===== src/design/assert_macros.svh =====
// Assertion macros shared by the battery monitor RTL.
`ifndef ASSERT_MACROS_SVH
`define ASSERT_MACROS_SVH

`ifndef SYNTHESIS

// Checks that an expression holds at every clock edge outside reset.
`define ASSERT_ALWAYS(label, clk, rst_n, expr) \
    label: assert property (@(posedge clk) disable iff (!rst_n) (expr)) \
        else $error("assertion failed");

// Checks that a condition implies a consequence in the same cycle.
`define ASSERT_IMPLIES(label, clk, rst_n, ante, cons) \
    label: assert property (@(posedge clk) disable iff (!rst_n) (ante) |-> (cons)) \
        else $error("assertion failed");

// Checks that a condition implies a consequence in the next cycle.
`define ASSERT_NEXT(label, clk, rst_n, ante, cons) \
    label: assert property (@(posedge clk) disable iff (!rst_n) (ante) |=> (cons)) \
        else $error("assertion failed");

`else

`define ASSERT_ALWAYS(label, clk, rst_n, expr)
`define ASSERT_IMPLIES(label, clk, rst_n, ante, cons)
`define ASSERT_NEXT(label, clk, rst_n, ante, cons)

`endif

`endif


===== src/design/bvm_pkg.sv =====
// Types and constants of the battery low-voltage monitor.
package bvm_pkg;

    localparam int ADC_W     = 10;
    localparam int ELAPSED_W = 20;
    localparam int AVG_W     = 11;
    localparam int THR_W     = 10;
    localparam int DELAY_W   = 24;
    localparam int TIMER_W   = 25;
    localparam int CFG_IDX_W = 2;
    localparam int CFG_W     = 24;

    localparam int MV_SCALE     = 1000;
    localparam int ADC_FULL     = 1024;
    localparam int ADC_MAX      = 1023;
    localparam int SHIFT_W      = 10;

    localparam logic [AVG_W-1:0]   AVERAGE_RESET   = 11'd1000;
    localparam int                 SHUTDOWN_RESET  = 650;
    localparam int                 WARNING_RESET   = 680;
    localparam logic [DELAY_W-1:0] DELAY_RESET     = 24'd5000000;

    localparam logic [CFG_IDX_W-1:0] CFG_SHUTDOWN_THR = 2'd0;
    localparam logic [CFG_IDX_W-1:0] CFG_WARNING_THR  = 2'd1;
    localparam logic [CFG_IDX_W-1:0] CFG_SHUTDOWN_DLY = 2'd2;

    typedef struct packed {
        logic [ADC_W-1:0]     adc_sample;
        logic [ELAPSED_W-1:0] elapsed_us;
        logic                 dismiss;
    } in_t;

    typedef struct packed {
        logic [AVG_W-1:0] average_mv;
        logic             warning_active;
        logic             shutdown_active;
        logic             power_off;
        logic             modal_raised;
    } out_t;

endpackage


===== src/design/battery_low_voltage_monitor.sv =====
// Battery low-voltage monitor: averaging, threshold compare and shutdown timer.
//
// One request on the input channel is one tick: a converter sample, the
// microseconds since the previous tick and the dismiss button. Every request
// yields exactly one result on the output channel, in order.
// The sample sum is kept pre-scaled by 1000; after SAMPLES_PER_AVERAGE + 1
// samples it is divided by SAMPLES_PER_AVERAGE * 1024 with a reciprocal
// multiply and compared against the scaled thresholds in the same pass.
// An accepted request is held in the input register; its result passes in a
// single pass through the reciprocal multiplier into the result register.
// While the receiver takes results, a new request is accepted every cycle.
// When the receiver stalls, the result register holds and in_ready drops once
// the input register holds a request.
// Configuration writes (index 0 shutdown threshold, 1 warning threshold,
// 2 shutdown delay) are always accepted and must happen while the block is
// idle; other indexes are ignored.
// Reset clears sums, flags and the timer, sets the average to 1000 and loads
// the default thresholds and delay. Shutdown is left only through reset.
`include "assert_macros.svh"

module battery_low_voltage_monitor #(
    parameter int SAMPLES_PER_AVERAGE = 64
) (
    input  logic                                clk,
    input  logic                                rst_n,
    input  logic                                in_valid,
    output logic                                in_ready,
    input  bvm_pkg::in_t                        in_data,
    output logic                                out_valid,
    input  logic                                out_ready,
    output bvm_pkg::out_t                       out_data,
    input  logic                                cfg_valid,
    output logic                                cfg_ready,
    input  logic [bvm_pkg::CFG_IDX_W-1:0]       cfg_index,
    input  logic [bvm_pkg::CFG_W-1:0]           cfg_data
);

    localparam int N = SAMPLES_PER_AVERAGE;
    localparam logic [63:0] ACC_MAX =
        64'(N + 1) * 64'(bvm_pkg::ADC_MAX) * 64'(bvm_pkg::MV_SCALE);
    localparam logic [63:0] ROUND_BIAS = 64'(N) * 64'(bvm_pkg::ADC_FULL / 2);
    localparam int ACC_W  = $clog2(ACC_MAX + 64'd1);
    localparam int RND_W  = $clog2(ACC_MAX + ROUND_BIAS + 64'd1);
    localparam int XW     = RND_W - bvm_pkg::SHIFT_W;
    localparam int SCL_W  = $clog2(64'(bvm_pkg::ADC_MAX) * 64'(N) + 64'd1);
    localparam int CMP_W  = (XW > SCL_W) ? XW : SCL_W;
    localparam int RSH    = XW + $clog2(N);
    localparam logic [63:0] RECIP = ((64'd1 << RSH) + 64'(N) - 64'd1) / 64'(N);
    localparam int MUL_W  = XW + RSH + 1;
    localparam int CNT_W  = $clog2(N + 2);
    localparam int SPW    = bvm_pkg::ADC_W + bvm_pkg::SHIFT_W;
    localparam logic [CNT_W-1:0] CNT_FULL = CNT_W'(N + 1);
    localparam logic [SCL_W-1:0] SHUTDOWN_SCL_RESET = SCL_W'(bvm_pkg::SHUTDOWN_RESET * N);
    localparam logic [SCL_W-1:0] WARNING_SCL_RESET  = SCL_W'(bvm_pkg::WARNING_RESET * N);

    bvm_pkg::in_t  in_reg;
    bvm_pkg::out_t out_reg, out_next;
    logic          s1_valid_reg, s1_valid_next;
    logic          out_valid_reg, out_valid_next;
    logic          advance;

    logic [SCL_W-1:0]            sd_scl_reg, warn_scl_reg;
    logic [bvm_pkg::DELAY_W-1:0] delay_reg;

    logic [ACC_W-1:0]            acc_reg, acc_next;
    logic [CNT_W-1:0]            count_reg, count_next;
    logic [bvm_pkg::AVG_W-1:0]   average_reg, average_next;
    logic                        warning_reg, warning_next;
    logic                        shown_reg, shown_next;
    logic                        shutdown_reg, shutdown_next;
    logic [bvm_pkg::TIMER_W-1:0] timer_reg, timer_next;

    logic [SPW-1:0]              sample_scaled;
    logic [RND_W-1:0]            rounded;
    logic [MUL_W-1:0]            product;
    logic [CMP_W-1:0]            acc_floor;
    logic                        do_average;
    logic                        below_sd, below_warn;
    logic [bvm_pkg::TIMER_W:0]   timer_sum;
    logic [bvm_pkg::TIMER_W-1:0] timer_sat;
    logic                        power;
    logic                        modal;

    assign advance   = s1_valid_reg && (!out_valid_reg || out_ready);
    assign in_ready  = !s1_valid_reg || advance;
    assign out_valid = out_valid_reg;
    assign out_data  = out_reg;
    assign cfg_ready = 1'b1;

    always_comb
    begin
        s1_valid_next = s1_valid_reg;
        if (in_valid && in_ready)
        begin
            s1_valid_next = 1'b1;
        end
        else if (advance)
        begin
            s1_valid_next = 1'b0;
        end
        out_valid_next = out_valid_reg;
        if (advance)
        begin
            out_valid_next = 1'b1;
        end
        else if (out_ready)
        begin
            out_valid_next = 1'b0;
        end
    end

    always_ff @(posedge clk or negedge rst_n)
    begin
        if (!rst_n)
        begin
            s1_valid_reg  <= 1'b0;
            out_valid_reg <= 1'b0;
        end
        else
        begin
            s1_valid_reg  <= s1_valid_next;
            out_valid_reg <= out_valid_next;
        end
    end

    always_ff @(posedge clk)
    begin
        if (in_valid && in_ready)
        begin
            in_reg <= in_data;
        end
        if (advance)
        begin
            out_reg <= out_next;
        end
    end

    // Thresholds are stored pre-multiplied by the sample count.
    always_ff @(posedge clk or negedge rst_n)
    begin
        if (!rst_n)
        begin
            sd_scl_reg   <= SHUTDOWN_SCL_RESET;
            warn_scl_reg <= WARNING_SCL_RESET;
            delay_reg    <= bvm_pkg::DELAY_RESET;
        end
        else if (cfg_valid && cfg_ready)
        begin
            case (cfg_index)
                bvm_pkg::CFG_SHUTDOWN_THR:
                begin
                    sd_scl_reg <= SCL_W'(cfg_data[bvm_pkg::THR_W-1:0]) * SCL_W'(N);
                end
                bvm_pkg::CFG_WARNING_THR:
                begin
                    warn_scl_reg <= SCL_W'(cfg_data[bvm_pkg::THR_W-1:0]) * SCL_W'(N);
                end
                bvm_pkg::CFG_SHUTDOWN_DLY:
                begin
                    delay_reg <= cfg_data[bvm_pkg::DELAY_W-1:0];
                end
                default:
                begin
                end
            endcase
        end
    end

    always_comb
    begin
        sample_scaled = SPW'(in_reg.adc_sample) * SPW'(bvm_pkg::MV_SCALE);
        rounded       = RND_W'(acc_reg) + RND_W'(ROUND_BIAS);
        product       = MUL_W'(rounded[RND_W-1:bvm_pkg::SHIFT_W]) * MUL_W'(RECIP);
        acc_floor     = CMP_W'(acc_reg[ACC_W-1:bvm_pkg::SHIFT_W]);
        below_sd      = acc_floor < CMP_W'(sd_scl_reg);
        below_warn    = acc_floor < CMP_W'(warn_scl_reg);
        do_average    = count_reg == CNT_FULL;

        timer_sum = {1'b0, timer_reg} + (bvm_pkg::TIMER_W + 1)'(in_reg.elapsed_us);
        timer_sat = timer_sum[bvm_pkg::TIMER_W] ? {bvm_pkg::TIMER_W{1'b1}}
                                                : timer_sum[bvm_pkg::TIMER_W-1:0];

        timer_next    = timer_reg;
        power         = 1'b0;
        if (shutdown_reg)
        begin
            timer_next = timer_sat;
            power      = timer_sat >= bvm_pkg::TIMER_W'(delay_reg);
        end

        warning_next  = warning_reg && !in_reg.dismiss;
        shown_next    = shown_reg;
        shutdown_next = shutdown_reg;
        average_next  = average_reg;
        modal         = 1'b0;
        acc_next      = acc_reg + ACC_W'(sample_scaled);
        count_next    = count_reg + CNT_W'(1);

        if (do_average)
        begin
            average_next = product[RSH+bvm_pkg::AVG_W-1:RSH];
            acc_next     = ACC_W'(sample_scaled);
            count_next   = CNT_W'(1);
            if (below_sd && !shutdown_reg)
            begin
                shutdown_next = 1'b1;
                timer_next    = '0;
                modal         = 1'b1;
            end
            else if (below_warn && !shown_reg)
            begin
                warning_next = 1'b1;
                shown_next   = 1'b1;
                modal        = 1'b1;
            end
        end

        out_next.average_mv      = average_next;
        out_next.warning_active  = warning_next;
        out_next.shutdown_active = shutdown_next;
        out_next.power_off       = power;
        out_next.modal_raised    = modal;
    end

    always_ff @(posedge clk or negedge rst_n)
    begin
        if (!rst_n)
        begin
            acc_reg      <= '0;
            count_reg    <= '0;
            average_reg  <= bvm_pkg::AVERAGE_RESET;
            warning_reg  <= 1'b0;
            shown_reg    <= 1'b0;
            shutdown_reg <= 1'b0;
            timer_reg    <= '0;
        end
        else if (advance)
        begin
            acc_reg      <= acc_next;
            count_reg    <= count_next;
            average_reg  <= average_next;
            warning_reg  <= warning_next;
            shown_reg    <= shown_next;
            shutdown_reg <= shutdown_next;
            timer_reg    <= timer_next;
        end
    end

    `ASSERT_ALWAYS(a_count_bound, clk, rst_n, count_reg <= CNT_FULL)
    `ASSERT_NEXT(a_shutdown_sticky, clk, rst_n, shutdown_reg, shutdown_reg)
    `ASSERT_IMPLIES(a_power_in_shutdown, clk, rst_n, out_valid_reg && out_reg.power_off, out_reg.shutdown_active)
    `ASSERT_IMPLIES(a_modal_raises, clk, rst_n, out_valid_reg && out_reg.modal_raised, out_reg.shutdown_active || out_reg.warning_active)
    `ASSERT_IMPLIES(a_warning_once, clk, rst_n, warning_reg, shown_reg)

endmodule

===== config.mk =====
export PLATFORM = sky130hd
export DESIGN_NAME = battery_low_voltage_monitor
export DESIGN_NICKNAME = d
export VERILOG_FILES = /design/src/design/bvm_pkg.sv /design/src/design/battery_low_voltage_monitor.sv
export VERILOG_INCLUDE_DIRS = /design/src /design/src/design
export SDC_FILE = /design/constraint.sdc
export NUM_CORES = 1
export LEC_CHECK = 0
export BUFFER_PORTS_ARGS = -buffer_cell sky130_fd_sc_hd__buf_2
export CAP_MARGIN = 10
export CORE_UTILIZATION = 62
export DETAILED_ROUTE_END_ITERATION = 8
export GPL_ROUTABILITY_DRIVEN = 1
export PLACE_DENSITY = 0.83
export SYNTH_ARGS = -nofsm -noshare
export SYNTH_HDL_FRONTEND = slang
export SYNTH_SLANG_ARGS = --single-unit
export TNS_END_PERCENT = 20

===== constraint.sdc =====
create_clock -name clk -period 5.85 [get_ports clk]
set_clock_uncertainty 0.05 [all_clocks]
set_input_delay 0.8775 -clock clk [delete_from_list [all_inputs] [get_ports clk]]
set_output_delay 0.8775 -clock clk [all_outputs]
set_load 0.02 [all_outputs]

== Word level (Yosys, flattened, before mapping) ==
Index checks and enable logic that the tools add are counted.

* Flip-flop bits (word level): 164
* Latch bits: 0
* RAM bits: 0
* Bits in read-only memories: 0
* Input port bits: 62
* Output and inout bits: 18
* Logic and storage cells: 69
* Memories kept: 0

* Add/sub/neg operators: 4
* $mul: 1
* Divide/modulo/power cells: 0
* Magnitude comparators: 3
* Eq/ne operators: 3
* Shift operators: 0
* Multiplexer cells: 18
* Bitwise gates (word level): 1
* Reductions and logical operators: 19

{| class="wikitable"
|+ Operators with widths
! operator !! number
|-
| 25-bit 2-to-1 mux || 4
|-
| 16-bit less-than comparator || 2
|-
| 25-bit by 20-bit adder with 26-bit output || 1
|-
| 26-bit by 16-bit adder with 26-bit output, second input constant || 1
|-
| 26-bit by 20-bit adder with 26-bit output || 1
|-
| 26-bit 2-to-1 mux || 1
|-
| 25-bit by 24-bit greater-or-equal comparator with 1-bit output || 1
|-
| 10-bit by 7-bit multiplier with 17-bit output, second input constant || 1
|-
| 1-bit 2-to-1 mux || 11
|-
| 11-bit 2-to-1 mux || 1
|-
| 7-bit by 1-bit adder with 7-bit output, second input constant || 1
|-
| 7-bit equality test, second input constant || 1
|-
| 7-bit 2-to-1 mux || 1
|-
| 2-bit AND reduction || 3
|-
| 1-bit logical AND || 5
|-
| 1-bit zero test || 5
|-
| 4-bit AND reduction || 1
|-
| 2-bit nonzero test || 2
|-
| 2-bit by 1-bit equality test with 1-bit output, second input constant || 1
|-
| 2-bit equality test, second input constant || 1
|-
| 2-bit zero test || 1
|-
| 1-bit logical OR || 2
|-
| 1-bit NOT || 1
|}

== Logic depth before layout (Yosys ltp) ==
Gate-level depths: netlist of run 1.

* Word-level depth: 6
* Mapped depth: 22
* Mapped depth without buffers: 22

== Worst setup path after synthesis of run 1 ==
Ideal clock, no wire load.

* Path type: register to register
* From: register in_reg[21] (netlist bit)
* To: register acc_reg[23]
* Setup time: 0.079 ns
* Arrival time: 5.285 ns
* Required time: 5.721 ns
* Slack: 0.436 ns
* Cell stages (with the launch flop): 21
* Buffers on the path: 0
* Period minus slack after synthesis: 5.414 ns
* Cell sequence: edfxtp_1 -> fa_1 -> fa_1 -> inv_1 -> fa_1 -> fa_1 -> inv_1 -> ha_1 -> o21a_1 -> o31ai_1 -> nand2b_1 -> a21oi_1 -> xnor2_1 -> ha_1 -> a21oi_1 -> a21oi_1 -> a211oi_2 -> a21boi_1 -> o211a_1 -> o2111ai_1 -> mux2i_1

* Word-level cells in the longest chain between the ends: 3

{| class="wikitable"
|+ RTL lines
! what !! RTL line !! RTL
|-
| start, declared || battery_low_voltage_monitor.sv:56 || <nowiki>bvm_pkg::in_t in_reg;</nowiki>
|-
| start signal, assigned || battery_low_voltage_monitor.sv:130 || <nowiki>in_reg <= in_data;</nowiki>
|-
| 10-bit by 7-bit multiplier with 17-bit output || battery_low_voltage_monitor.sv:171 || <nowiki>sample_scaled = SPW'(in_reg.adc_sample) * SPW'(bvm_pkg::MV_SCALE);</nowiki>
|-
| 26-bit by 20-bit adder with 26-bit output || battery_low_voltage_monitor.sv:196 || <nowiki>acc_next = acc_reg + ACC_W'(sample_scaled);</nowiki>
|-
| 26-bit 2-to-1 mux || battery_low_voltage_monitor.sv:199 || <nowiki>if (do_average)</nowiki>
|-
| end signal, assigned || battery_low_voltage_monitor.sv:239 || <nowiki>acc_reg <= acc_next;</nowiki>
|-
| end, declared || battery_low_voltage_monitor.sv:65 || <nowiki>logic [ACC_W-1:0] acc_reg, acc_next;</nowiki>
|}

No other way between the ends.
A chain may end at the register's enable or synchronous reset.

== Worst setup path after layout of run 1 ==
* From: register in_reg[23] (netlist bit)
* To: register acc_reg[17]

* Word-level cells in the longest chain between the ends: 3

{| class="wikitable"
|+ RTL lines
! what !! RTL line
|-
| 10-bit by 7-bit multiplier with 17-bit output (*) || battery_low_voltage_monitor.sv:171
|-
| 26-bit by 20-bit adder with 26-bit output || battery_low_voltage_monitor.sv:196
|-
| 26-bit 2-to-1 mux (*) || battery_low_voltage_monitor.sv:199
|}

Every way passes the cells marked *; elsewhere a longest branch is shown, timed or not.

==> impl_results.md, run 1 <==
* Status: finished, final reports clean
* Post-route minimum period at 5.66 ns
* Wirelength per Cell at 17.6 um
* Vias at 8709
* Final Hold Viols at 0
* Num CTS Buffers at 17
* Worst path top cell family by delay: adder cells
* Crit path launch type: flop
* Die Height at 137 um
* Total clock sinks at 161
* Ys Warns at 0
* Power Density at 614 nW/um2
* Hold_sp: average_reg[0]
* DR vias/cell at 6.06
* Critical path class: flop to flop
* Final core utilization at 72.4%
* Max FFs per register at 31
* Cells along the critical path: buf_4 -> ha_1 -> ha_1 -> inv_1 -> fa_1 -> fa_1 -> inv_1 -> ha_1 -> nor2b_1 -> o31ai_2 -> nand2b_1 -> a21oi_2 -> xnor2_1 -> ha_1 -> a21oi_2 -> a21oi_1 -> a211oi_2 -> buf_4 -> nand2_1 -> a31oi_2 -> xnor2_1 -> a221o_1
* Port Buffers at 78
* Setup crit end kind: flop
* Mapped Nets at 1326
* Max Cap Violations at 0
* Starting DRT DRC Count at 558
* Synthesized area per cell at 10.1 um2
* Most common cell in the netlist: ha_1
* Synth area leaders: dfrtp_1, ha_1, edfxtp_1
* Buf/Inv on CP at 4
* DIE WIDTH at 137 um
* Final Cycle Share at 96.7%
* Most used cell, CP: ha_1
* Clk network pwr share at 14.0%
* Sequential Power Share at 21.7%
* Filler cells at 1220
* Combinational power share at 64.3%
* Htree depth at 4
* Most frequent cells after synthesis: ha_1, inv_1, nand2_1, dfrtp_1, o21ai_0
* Clk buf depth at 2
* Tot Pwr at 7.77 mW
* Synth cell types at 79
* Layout cells sized above 1 at 19.5%
* Pleak at 5.92 nW
* Ports at 80
* Total grt overflow at 0
* Most common flop cell mapped by yosys: dfrtp_1
* Pin count of the biggest net entering global routing at 61
* Root buf cell: clkbuf_16
* Vias in the first global route at 8601
* Mapped Cells at 1108
* # rows at 48
* Post-synth ARST share at 71.4%
* Seq/Total Area, Yosys at 38.2%
* Crit path launch: in_reg[23]
* Post-route ant nets at 0
* Switching share of power at 44.9%
* Multi-input gate area at 6520 um2
* Area Overhead vs Synth at 12.6%
* Slew Viols, Final at 0
* Maximum VDD drop at 0.472 mV
* Total GRT Usage at 28.8%
* Slew margin rel. at 40.5%
* Reg clk slew, reported paths at 0.06 ns
* Final RePlAce weighted congestion at 0.929
* Final wirelength at 25.4 mm
* Endpoints failing setup at 0
* Initial antenna violation count at 0
* Internal power at 4.28 mW
* Critical Path RT at 6.11 ns
* HPWL Detailed at 18.2 mm
* N_diodes at 0
* Seq cells post-synth at 161
* Worst reg-to-reg setup slack at 0.19 ns
* Dominant cell type by area after synthesis: dfrtp_1
* Nets at 1418
* First-pass GRT wire length at 41.5 mm
* Worst EP arrival at 5.91 ns
* Worst min-delay path class: flop to flop
* Core Area at 17500 um2
* Sequential cell area at 4290 um2
* CP max stage delay at 0.51 ns
* Fmax at 177 MHz
* # DRC at 0
* Crit path max fanout at 5
* Syn Std Cell Area at 11200 um2
* CTS tree: done
* Hold Buf Count CTS at 0
* Switch Pwr at 3.49 mW
* Initial core utilization at 64.3%
* Setup ws final at 0.194 ns
* Worst r2r src: in_reg[23]
* Pre-CTS WS at 0.0850 ns
* Synth top area share at 20.7%
* Slowest cell on crit path: fa_1
* Pre-Repair DR Iteration Count at 5
* Post-synth EDFFs at 46
* Die area at 18700 um2
* Setup tns final at 0 ns
* Clk Latency, worst-skew pair at 0.43 ns
* Actual slew at the worst max-slew pin at 0.893 ns
metrics by stage:
| stage | hold slack (ns) | instances | area (um2) |
|---|---|---|---|
| floorplan | 0.386 | 1108 | 11200 |
| global placement | 0.410 | 1392 | 11800 |
| detailed placement | 0.413 | 1392 | 11800 |
| CTS | 0.428 | 1424 | 12400 |
| global route | 0.452 | 1438 | 12600 |
| finish | 0.429 | 1438 | 12600 |
power groups by stage:
stage	Sequential (mW)	Combinational [mW]	Clock, mW
after floorplan	1.63	3.61	0
after global placement	1.69	4.33	0
after detailed placement	1.70	4.49	0
after CTS	1.68	4.57	1.10
after global routing	1.71	5.52	1.14
final	1.69	5.00	1.09
tightest hold or removal path: stages, from the launching register on:
cell and delay [ns]:
dfrtp_1 0.34, nand2_1 0.05, nand2_1 0.05
path summary, 6_finish.rpt:
| path | end | cells after the start |
|---|---|---|
| worst max-delay path | acc_reg[17] | 22 |
| worst min-delay path | average_reg[0] | 2 |
| worst max register to register | acc_reg[17] | 22 |
| worst min register to register | average_reg[0] | 2 |
| max in group asynchronous | acc_reg[3] | 2 |
| min in group asynchronous | delay_reg[13] | 1 |
cell families after synthesis:
| logic type | synth area share (%) |
|---|---|
| buf+inv | 5.02 |
| other cells | 0.0334 |
| xor+xnor | 3.90 |
| flops | 38.2 |
| simple gates | 12.8 |
| compound gates | 16.3 |
| fa+ha+maj | 19.5 |
| mux | 4.32 |
layout by cell type, fill, tap and decap left out, types with 16 or more instances in the layout:
cell type  instances
edfxtp_1          46
fa_1              32
a21oi_1           42
mux2_2            36
xnor2_1           34
inv_1            109
buf_2             77
clkbuf_16         18
o21ai_0           78
nand3_1           27
nand2_1          109
buf_4             24
a22o_1            17
xor2_1            16
dfrtp_1           93
nand2b_1          16
nor2_1            42
a21o_1            22
ha_1             120
dfstp_2           22
metal layers:
metal  vias to the layer above  global-route usage [%]  share of wire [%]
li1                       4141                       -                  -
met1                      4216                    37.0                 43
met2                       298                    49.5                 49
met3                        54                    5.78                5.6
met4                         0                    7.35                1.9
met5                         -                       0                  0
layout make-up:
type / count / share of cell area (%)
Inverter: 113 / 3.35
Sequential cell: 161 / 33.9
Tap cell: 225 / 2.23
Clock buffer: 23 / 3.87
Clock inverter: 9 / 0.623
Multi-Input combinational cell: 806 / 51.6
Timing Repair Buffer: 101 / 4.47
what timing repair did:
item                                    4_1_cts  5_1_grt
endpoints found under the setup margin        0       12
setup buffers                                 0       14
gates resized for setup                       0       25
No activity file was read; power rests on OpenSTA's default activity.
==> inputs of run 2 (changes only) <==
--- a/config.mk
+++ b/config.mk
@@ -8,10 +8,10 @@
 export LEC_CHECK = 0
 export BUFFER_PORTS_ARGS = -buffer_cell sky130_fd_sc_hd__buf_2
 export CAP_MARGIN = 10
-export CORE_UTILIZATION = 62
+export CORE_UTILIZATION = 55
 export DETAILED_ROUTE_END_ITERATION = 8
 export GPL_ROUTABILITY_DRIVEN = 1
-export PLACE_DENSITY = 0.83
+export PLACE_DENSITY = 0.75
 export SYNTH_ARGS = -nofsm -noshare
 export SYNTH_HDL_FRONTEND = slang
 export SYNTH_SLANG_ARGS = --single-unit
==> run 2 against run 1 <==
  * Largest cell class unchanged
  * Count of clock-buffer cells in the layout down 6
  * Power down 0.67%
  * Final cell count up 2.6%
  * Sequential power about the same
  * Wire length down 2.0%
  * First-iteration DRC count down 15%
==> impl_results.md, run 2 (synthesis gave the netlist of run 1 again) <==
* Status: finished, final reports clean (unchanged)
* HPWL Detailed at 18.0 mm (was 18.2 mm)
* Worst min-delay path class: flop to flop (unchanged)
* DR vias/cell at 5.76 (was 6.06)
* Switch Pwr at 3.46 mW (was 3.49 mW)
* Slew margin rel. at 33.3% (was 40.5%)
* Setup crit end kind: flop (unchanged)
* Port Buffers at 78 (unchanged)
* Setup tns final at 0 ns (unchanged)
* Total grt overflow at 0 (unchanged)
* Pleak at 5.91 nW (was 5.92 nW)
* Pin count of the biggest net entering global routing at 77 (was 61)
* Combinational power share at 63.8% (was 64.3%)
* Core Area at 19700 um2 (was 17500 um2)
* Clk buf depth at 2 (unchanged)
* Crit path max fanout at 5 (unchanged)
* Clk Latency, worst-skew pair at 0.44 ns (was 0.43 ns)
* Max Cap Violations at 0 (unchanged)
* Slew Viols, Final at 0 (unchanged)
* Starting DRT DRC Count at 476 (was 558)
* Commonest non-fill, non-tap cell in the layout: ha_1 (unchanged)
* Post-placement cell area at 11900 um2 (was 11800 um2)
* Critical path class: flop to flop (unchanged)
* N_diodes at 0 (unchanged)
* Fmax at 178 MHz (was 177 MHz)
* Die area at 21000 um2 (was 18700 um2)
* Endpoints failing setup at 0 (unchanged)
* Internal power at 4.26 mW (was 4.28 mW)
* Tot Pwr at 7.72 mW (was 7.77 mW)
* Switching share of power at 44.9% (about the same)
* Final RePlAce weighted congestion at 0.928 (was 0.929)
* CTS tree: done (unchanged)
* Wirelength per Cell at 16.9 um (was 17.6 um)
* Vias in the first global route at 8501 (was 8601)
* Reg clk slew, reported paths at 0.07 ns (was 0.06 ns)
* # DRC at 0 (unchanged)
* Initial core utilization at 57.0% (was 64.3%)
* Worst EP arrival at 5.89 ns (was 5.91 ns)
* DIE WIDTH at 145 um (was 137 um)
* Final wirelength at 24.9 mm (was 25.4 mm)
* Final Hold Viols at 0 (unchanged)
* Die Height at 145 um (was 137 um)
* Sequential Power Share at 21.8% (was 21.7%)
* Worst Hold Slack at 0.424 ns (was 0.429 ns)
* Max FFs per register at 31 (unchanged)
* Layout cells sized above 1 at 19.6% (was 19.5%)
* Pre-Repair DR Iteration Count at 5 (unchanged)
* Filler cells at 1568 (was 1220)
* Htree depth at 4 (unchanged)
* Post-route ant nets at 0 (unchanged)
* # rows at 51 (was 48)
* First-pass GRT wire length at 41.1 mm (was 41.5 mm)
* Ports at 80 (unchanged)
* Power Density at 609 nW/um2 (was 614 nW/um2)
* Nets at 1415 (was 1418)
* Commonest non-fill, non-tap cells in the layout: ha_1, inv_1, nand2_1 (unchanged)
* Total GRT Usage at 24.4% (was 28.8%)
* Actual slew at the worst max-slew pin at 1.00 ns (was 0.893 ns)
* Vias at 8493 (was 8709)
* Initial antenna violation count at 0 (unchanged)
* Num CTS Buffers at 17 (unchanged)
* Crit path launch type: flop (unchanged)
* Finished Cell Area at 12700 um2 (was 12600 um2)
* Critical Path RT at 6.12 ns (was 6.11 ns)
* Area Overhead vs Synth at 12.9% (was 12.6%)
* Final Cycle Share at 96.1% (was 96.7%)
* Maximum VDD drop at 0.390 mV (was 0.472 mV)
* Post-route minimum period at 5.62 ns (was 5.66 ns)
* Clk network pwr share at 14.4% (was 14.0%)
* Total clock sinks at 161 (unchanged)
* Root buf cell: clkbuf_16 (unchanged)
[run 2: cell count changes in the layout (fill, tap and decap cells not counted), moves of 2 or more]
cell / change
inv_6: +2
clkbuf_1: -3
clkinv_2: -2
clkinvlp_4: +2
buf_4: -3
clkinv_4: +3
clkbuf_8: -2
inv_8: +3
[run 2: path summary, 6_finish.rpt]
check | start | end | slack, ns | cells after the start
min in group asynchronous | rst_n | timer_reg[14] | 0.56 | 1
max reg2reg | in_reg[23] | acc_reg[24] | 0.23 | 20
max | in_reg[23] | acc_reg[24] | 0.23 | 20
max in group asynchronous | rst_n | sd_scl_reg[15] | 4.06 | 2
min | acc_reg[7] | acc_reg[7] | 0.42 | 2
min reg2reg | acc_reg[7] | acc_reg[7] | 0.42 | 2
[run 2: cell type report]
class / count / area [um2] / share of cell area [%]
multi-input cells: 806 / 6520 / 51.4
well taps: 265 / 332 / 2.62
clock buffers: 17 / 425 / 3.36
clock inverters: 15 / 151 / 1.19
repair buffers: 98 / 543 / 4.28
inverters: 113 / 424 / 3.35
flip-flops and latches: 161 / 4290 / 33.8
[run 2: metrics by stage]
stage               setup WS (ns)  std cells  util [%]
floorplan                   0.436       1108         -
global placement            0.266       1432      60.3
detailed placement         0.0385       1432      60.3
CTS                        0.0420       1466      63.3
global route              -0.0416       1475      64.3
finish                      0.226       1475      64.3
[run 2: what timing repair did]
item / in CTS / in global routing
endpoints found under the setup margin: 3 / 10
hold buffers: 0 / 0
buffers inserted: 2 / 9
cloned: 0 / 0
pin swaps: 0 / 16
resized for setup: 1 / 22
[run 2: power groups by stage]
| stage | logic, mW | clock network [mW] | registers, mW |
|---|---|---|---|
| after floorplan | 3.61 | 0 | 1.63 |
| after global placement | 4.34 | 0 | 1.69 |
| after detailed placement | 4.46 | 0 | 1.70 |
| after CTS | 4.53 | 1.13 | 1.68 |
| after global routing | 5.47 | 1.17 | 1.72 |
| final | 4.93 | 1.11 | 1.68 |
[run 2: critical path: stages, from the launching register on]
cell	delay (ns)
edfxtp_1	0.49
fa_1	0.56
fa_1	0.52
inv_1	0.06
fa_1	0.48
fa_1	0.51
inv_1	0.07
ha_4	0.30
a21o_1	0.12
nand2_1	0.07
and2_1	0.19
o211ai_1	0.30
nand2_1	0.14
xnor2_1	0.17
ha_1	0.33
nand3_2	0.10
nand4b_1	0.23
o211a_4	0.23
a2111oi_4	0.37
xnor2_1	0.16
nor2_1	0.05
[run 2: per-layer routing]
layer,wire length (um),share of wire (%),track usage [%],vias up
met5,0,0,0,-
met2,11900,48,40.5,205
met3,1130,4.6,3.90,48
li1,-,-,-,4135
met1,11300,46,32.0,4105
met4,523,2.1,8.94,0
==> inputs of run 3 (changes only) <==
--- a/config.mk
+++ b/config.mk
@@ -8,10 +8,11 @@
 export LEC_CHECK = 0
 export BUFFER_PORTS_ARGS = -buffer_cell sky130_fd_sc_hd__buf_2
 export CAP_MARGIN = 10
-export CORE_UTILIZATION = 55
+export CORE_ASPECT_RATIO = 0.5
+export CORE_UTILIZATION = 45
 export DETAILED_ROUTE_END_ITERATION = 8
 export GPL_ROUTABILITY_DRIVEN = 1
-export PLACE_DENSITY = 0.75
+export PLACE_DENSITY = 0.63
 export SYNTH_ARGS = -nofsm -noshare
 export SYNTH_HDL_FRONTEND = slang
 export SYNTH_SLANG_ARGS = --single-unit
==> run 3 against run 2 <==
  * Utilization shrank 12 points
  * Critical path type unchanged
  * Combinational power decreased by 5.5%
  * Power decreased by 3.8%
  * Highest routed layer unchanged
  * Global-route usage shrank 3.8 points
  * Wire length decreased by 1.1%
  * Largest power group unchanged
  * Sequential power hardly changed
  * Critical path depth rose by 1
  * Die area up 22%
==> impl_results.md, run 3 (synthesis gave the netlist of run 1 again) <==
* Hold Buf Count CTS at 0 (unchanged)
* Worst min-delay path class: flop to flop (unchanged)
* Post-route minimum period at 5.61 ns (was 5.62 ns)
* Total GRT Usage at 20.5% (was 24.4%)
* Pleak at 5.88 nW (was 5.91 nW)
* Fmax at 178 MHz (about the same)
* Die area at 25600 um2 (was 21000 um2)
* Max Cap Violations at 0 (unchanged)
* Post-route ant nets at 0 (unchanged)
* Worst Hold Slack at 0.434 ns (was 0.424 ns)
* Max FFs per register at 31 (unchanged)
* Num CTS Buffers at 17 (unchanged)
* Final Hold Viols at 0 (unchanged)
* Power Density at 588 nW/um2 (was 609 nW/um2)
* HPWL Detailed at 18.2 mm (was 18.0 mm)
* Clk Latency, worst-skew pair at 0.46 ns (was 0.44 ns)
* Vias in the first global route at 8429 (was 8501)
* Total clock sinks at 161 (unchanged)
* Initial core utilization at 46.4% (was 57.0%)
* Htree depth at 4 (unchanged)
* Core Area at 24200 um2 (was 19700 um2)
* Setup crit end kind: flop (unchanged)
* Root buf cell: clkbuf_16 (unchanged)
* DIE WIDTH at 225 um (was 145 um)
* Final Cycle Share at 96.0% (was 96.1%)
* Ports at 80 (unchanged)
* Tot Pwr at 7.43 mW (was 7.72 mW)
* Worst EP arrival at 5.89 ns (about the same)
* Slew Viols, Final at 0 (unchanged)
* Area Overhead vs Synth at 12.5% (was 12.9%)
* DR vias/cell at 5.37 (was 5.76)
* Port Buffers at 78 (unchanged)
* Total grt overflow at 0 (unchanged)
* Reg clk slew, reported paths at 0.07 ns (about the same)
* Actual slew at the worst max-slew pin at 0.983 ns (was 1.00 ns)
* Unrepaired setup endpoints after global routing: true
* Commonest non-fill, non-tap cell in the layout: ha_1 (unchanged)
* First-pass GRT wire length at 41.1 mm (about the same)
* Wirelength per Cell at 15.9 um (was 16.9 um)
* # rows at 40 (was 51)
* Critical path class: flop to flop (unchanged)
* Final core utilization at 52.2% (was 64.3%)
* Slew margin rel. at 34.2% (was 33.3%)
* Maximum VDD drop at 0.308 mV (was 0.390 mV)
* CP max stage delay at 0.51 ns (was 0.56 ns)
* CTS tree: done (unchanged)
* Crit path max fanout at 5 (unchanged)
* N_diodes at 0 (unchanged)
* Nets at 1412 (was 1415)
* Clk buf depth at 2 (unchanged)
* Status: finished, final reports clean (unchanged)
* Cells along the critical path: buf_4 -> fa_1 -> fa_1 -> inv_1 -> fa_1 -> fa_1 -> inv_1 -> ha_2 -> a21o_1 -> nand2_1 -> and2_1 -> o211ai_1 -> nand2_1 -> xnor2_1 -> ha_1 -> nand3_1 -> nand4b_1 -> o211a_2 -> a2111oi_2 -> xnor2_1 -> nor2_1 (was fa_1 -> fa_1 -> inv_1 -> fa_1 -> fa_1 -> inv_1 -> ha_4 -> a21o_1 -> nand2_1 -> and2_1 -> o211ai_1 -> nand2_1 -> xnor2_1 -> ha_1 -> nand3_2 -> nand4b_1 -> o211a_4 -> a2111oi_4 -> xnor2_1 -> nor2_1)
* Pin count of the biggest net entering global routing at 64 (was 77)
* Critical Path RT at 6.13 ns (was 6.12 ns)
* Initial antenna violation count at 0 (unchanged)
* # DRC at 0 (unchanged)
* Final wirelength at 24.6 mm (was 24.9 mm)
* Vias at 8288 (was 8493)
* Final RePlAce weighted congestion at 0.890 (was 0.928)
* Layout cells sized above 1 at 18.6% (was 19.6%)
* Die Height at 114 um (was 145 um)
* Pre-Repair DR Iteration Count at 5 (unchanged)
* Commonest non-fill, non-tap cells in the layout: ha_1, inv_1, nand2_1 (unchanged)
* Starting DRT DRC Count at 439 (was 476)
* Slowest cell on crit path: fa_1 (unchanged)
* Endpoints failing setup at 0 (unchanged)
* Crit path launch type: flop (unchanged)
* Most used cell, CP: fa_1 (unchanged)
## run 3: through the flow
step | setup slack, ns | instance area (um2) | std cells | setup TNS [ns]
3_3_place_gp | 0.273 | 12000 | 1501 | 0
5_1_grt | -0.0127 | 12600 | 1543 | -0.0148
4_1_cts | 0.0923 | 12500 | 1533 | 0
6_report | 0.237 | 12600 | 1543 | 0
2_1_floorplan | 0.436 | 11200 | 1108 | 0
3_5_place_dp | 0.109 | 12000 | 1501 | 0
## run 3: routing by layer
metal / vias up / track usage, % / part of all wire [%]
met5: - / 0 / 0
met3: 25 / 4.64 / 2.8
li1: 4130 / - / -
met1: 4033 / 26.0 / 47
met2: 100 / 35.1 / 48
met4: 0 / 6.39 / 1.7
## run 3: worst paths after layout
path / slack (ns) / depth (start not counted) / endpoint / start
min reg2reg: 0.43 / 2 / average_reg[9] / average_reg[9]
max reg2reg: 0.24 / 21 / acc_reg[22] / in_reg[23]
max in group asynchronous: 3.97 / 2 / out_valid / rst_n
max: 0.24 / 21 / acc_reg[22] / in_reg[23]
min in group asynchronous: 0.49 / 1 / acc_reg[10] / rst_n
min: 0.43 / 2 / average_reg[9] / average_reg[9]
## run 3: cell type report
type | count | area (um2)
Fill cell | 2210 | 11600
Multi-Input combinational cell | 806 | 6420
Sequential cell | 161 | 4290
Timing Repair Buffer | 95 | 528
Clock buffer | 18 | 429
Inverter | 113 | 424
Tap cell | 336 | 420
Clock inverter | 14 | 130
## run 3: timing repair
| item | CTS | global route |
|---|---|---|
| resized for setup | 0 | 11 |
| endpoints found under the setup margin | 0 | 11 |
| endpoints found under the hold margin | 0 | 0 |
| setup buffers | 0 | 9 |
## run 3: worst max-delay path: cells and delay by family, from the launching register on
kind | cells | cell delay, ns
compound gates | 4 | 1.09
buf+inv | 3 | 0.26
simple gates | 6 | 0.71
flops | 1 | 0.39
xor+xnor | 2 | 0.33
fa+ha+maj | 6 | 2.65
## run 3: power by group
part / switching [mW] / total [mW] / internal, mW / leakage (nW)
Clock: 0.496 / 1.09 / 0.590 / 0.265
Combinational: 2.56 / 4.66 / 2.10 / 3.81
Sequential: 0.237 / 1.68 / 1.44 / 1.81
Total: 3.29 / 7.43 / 4.14 / 5.88
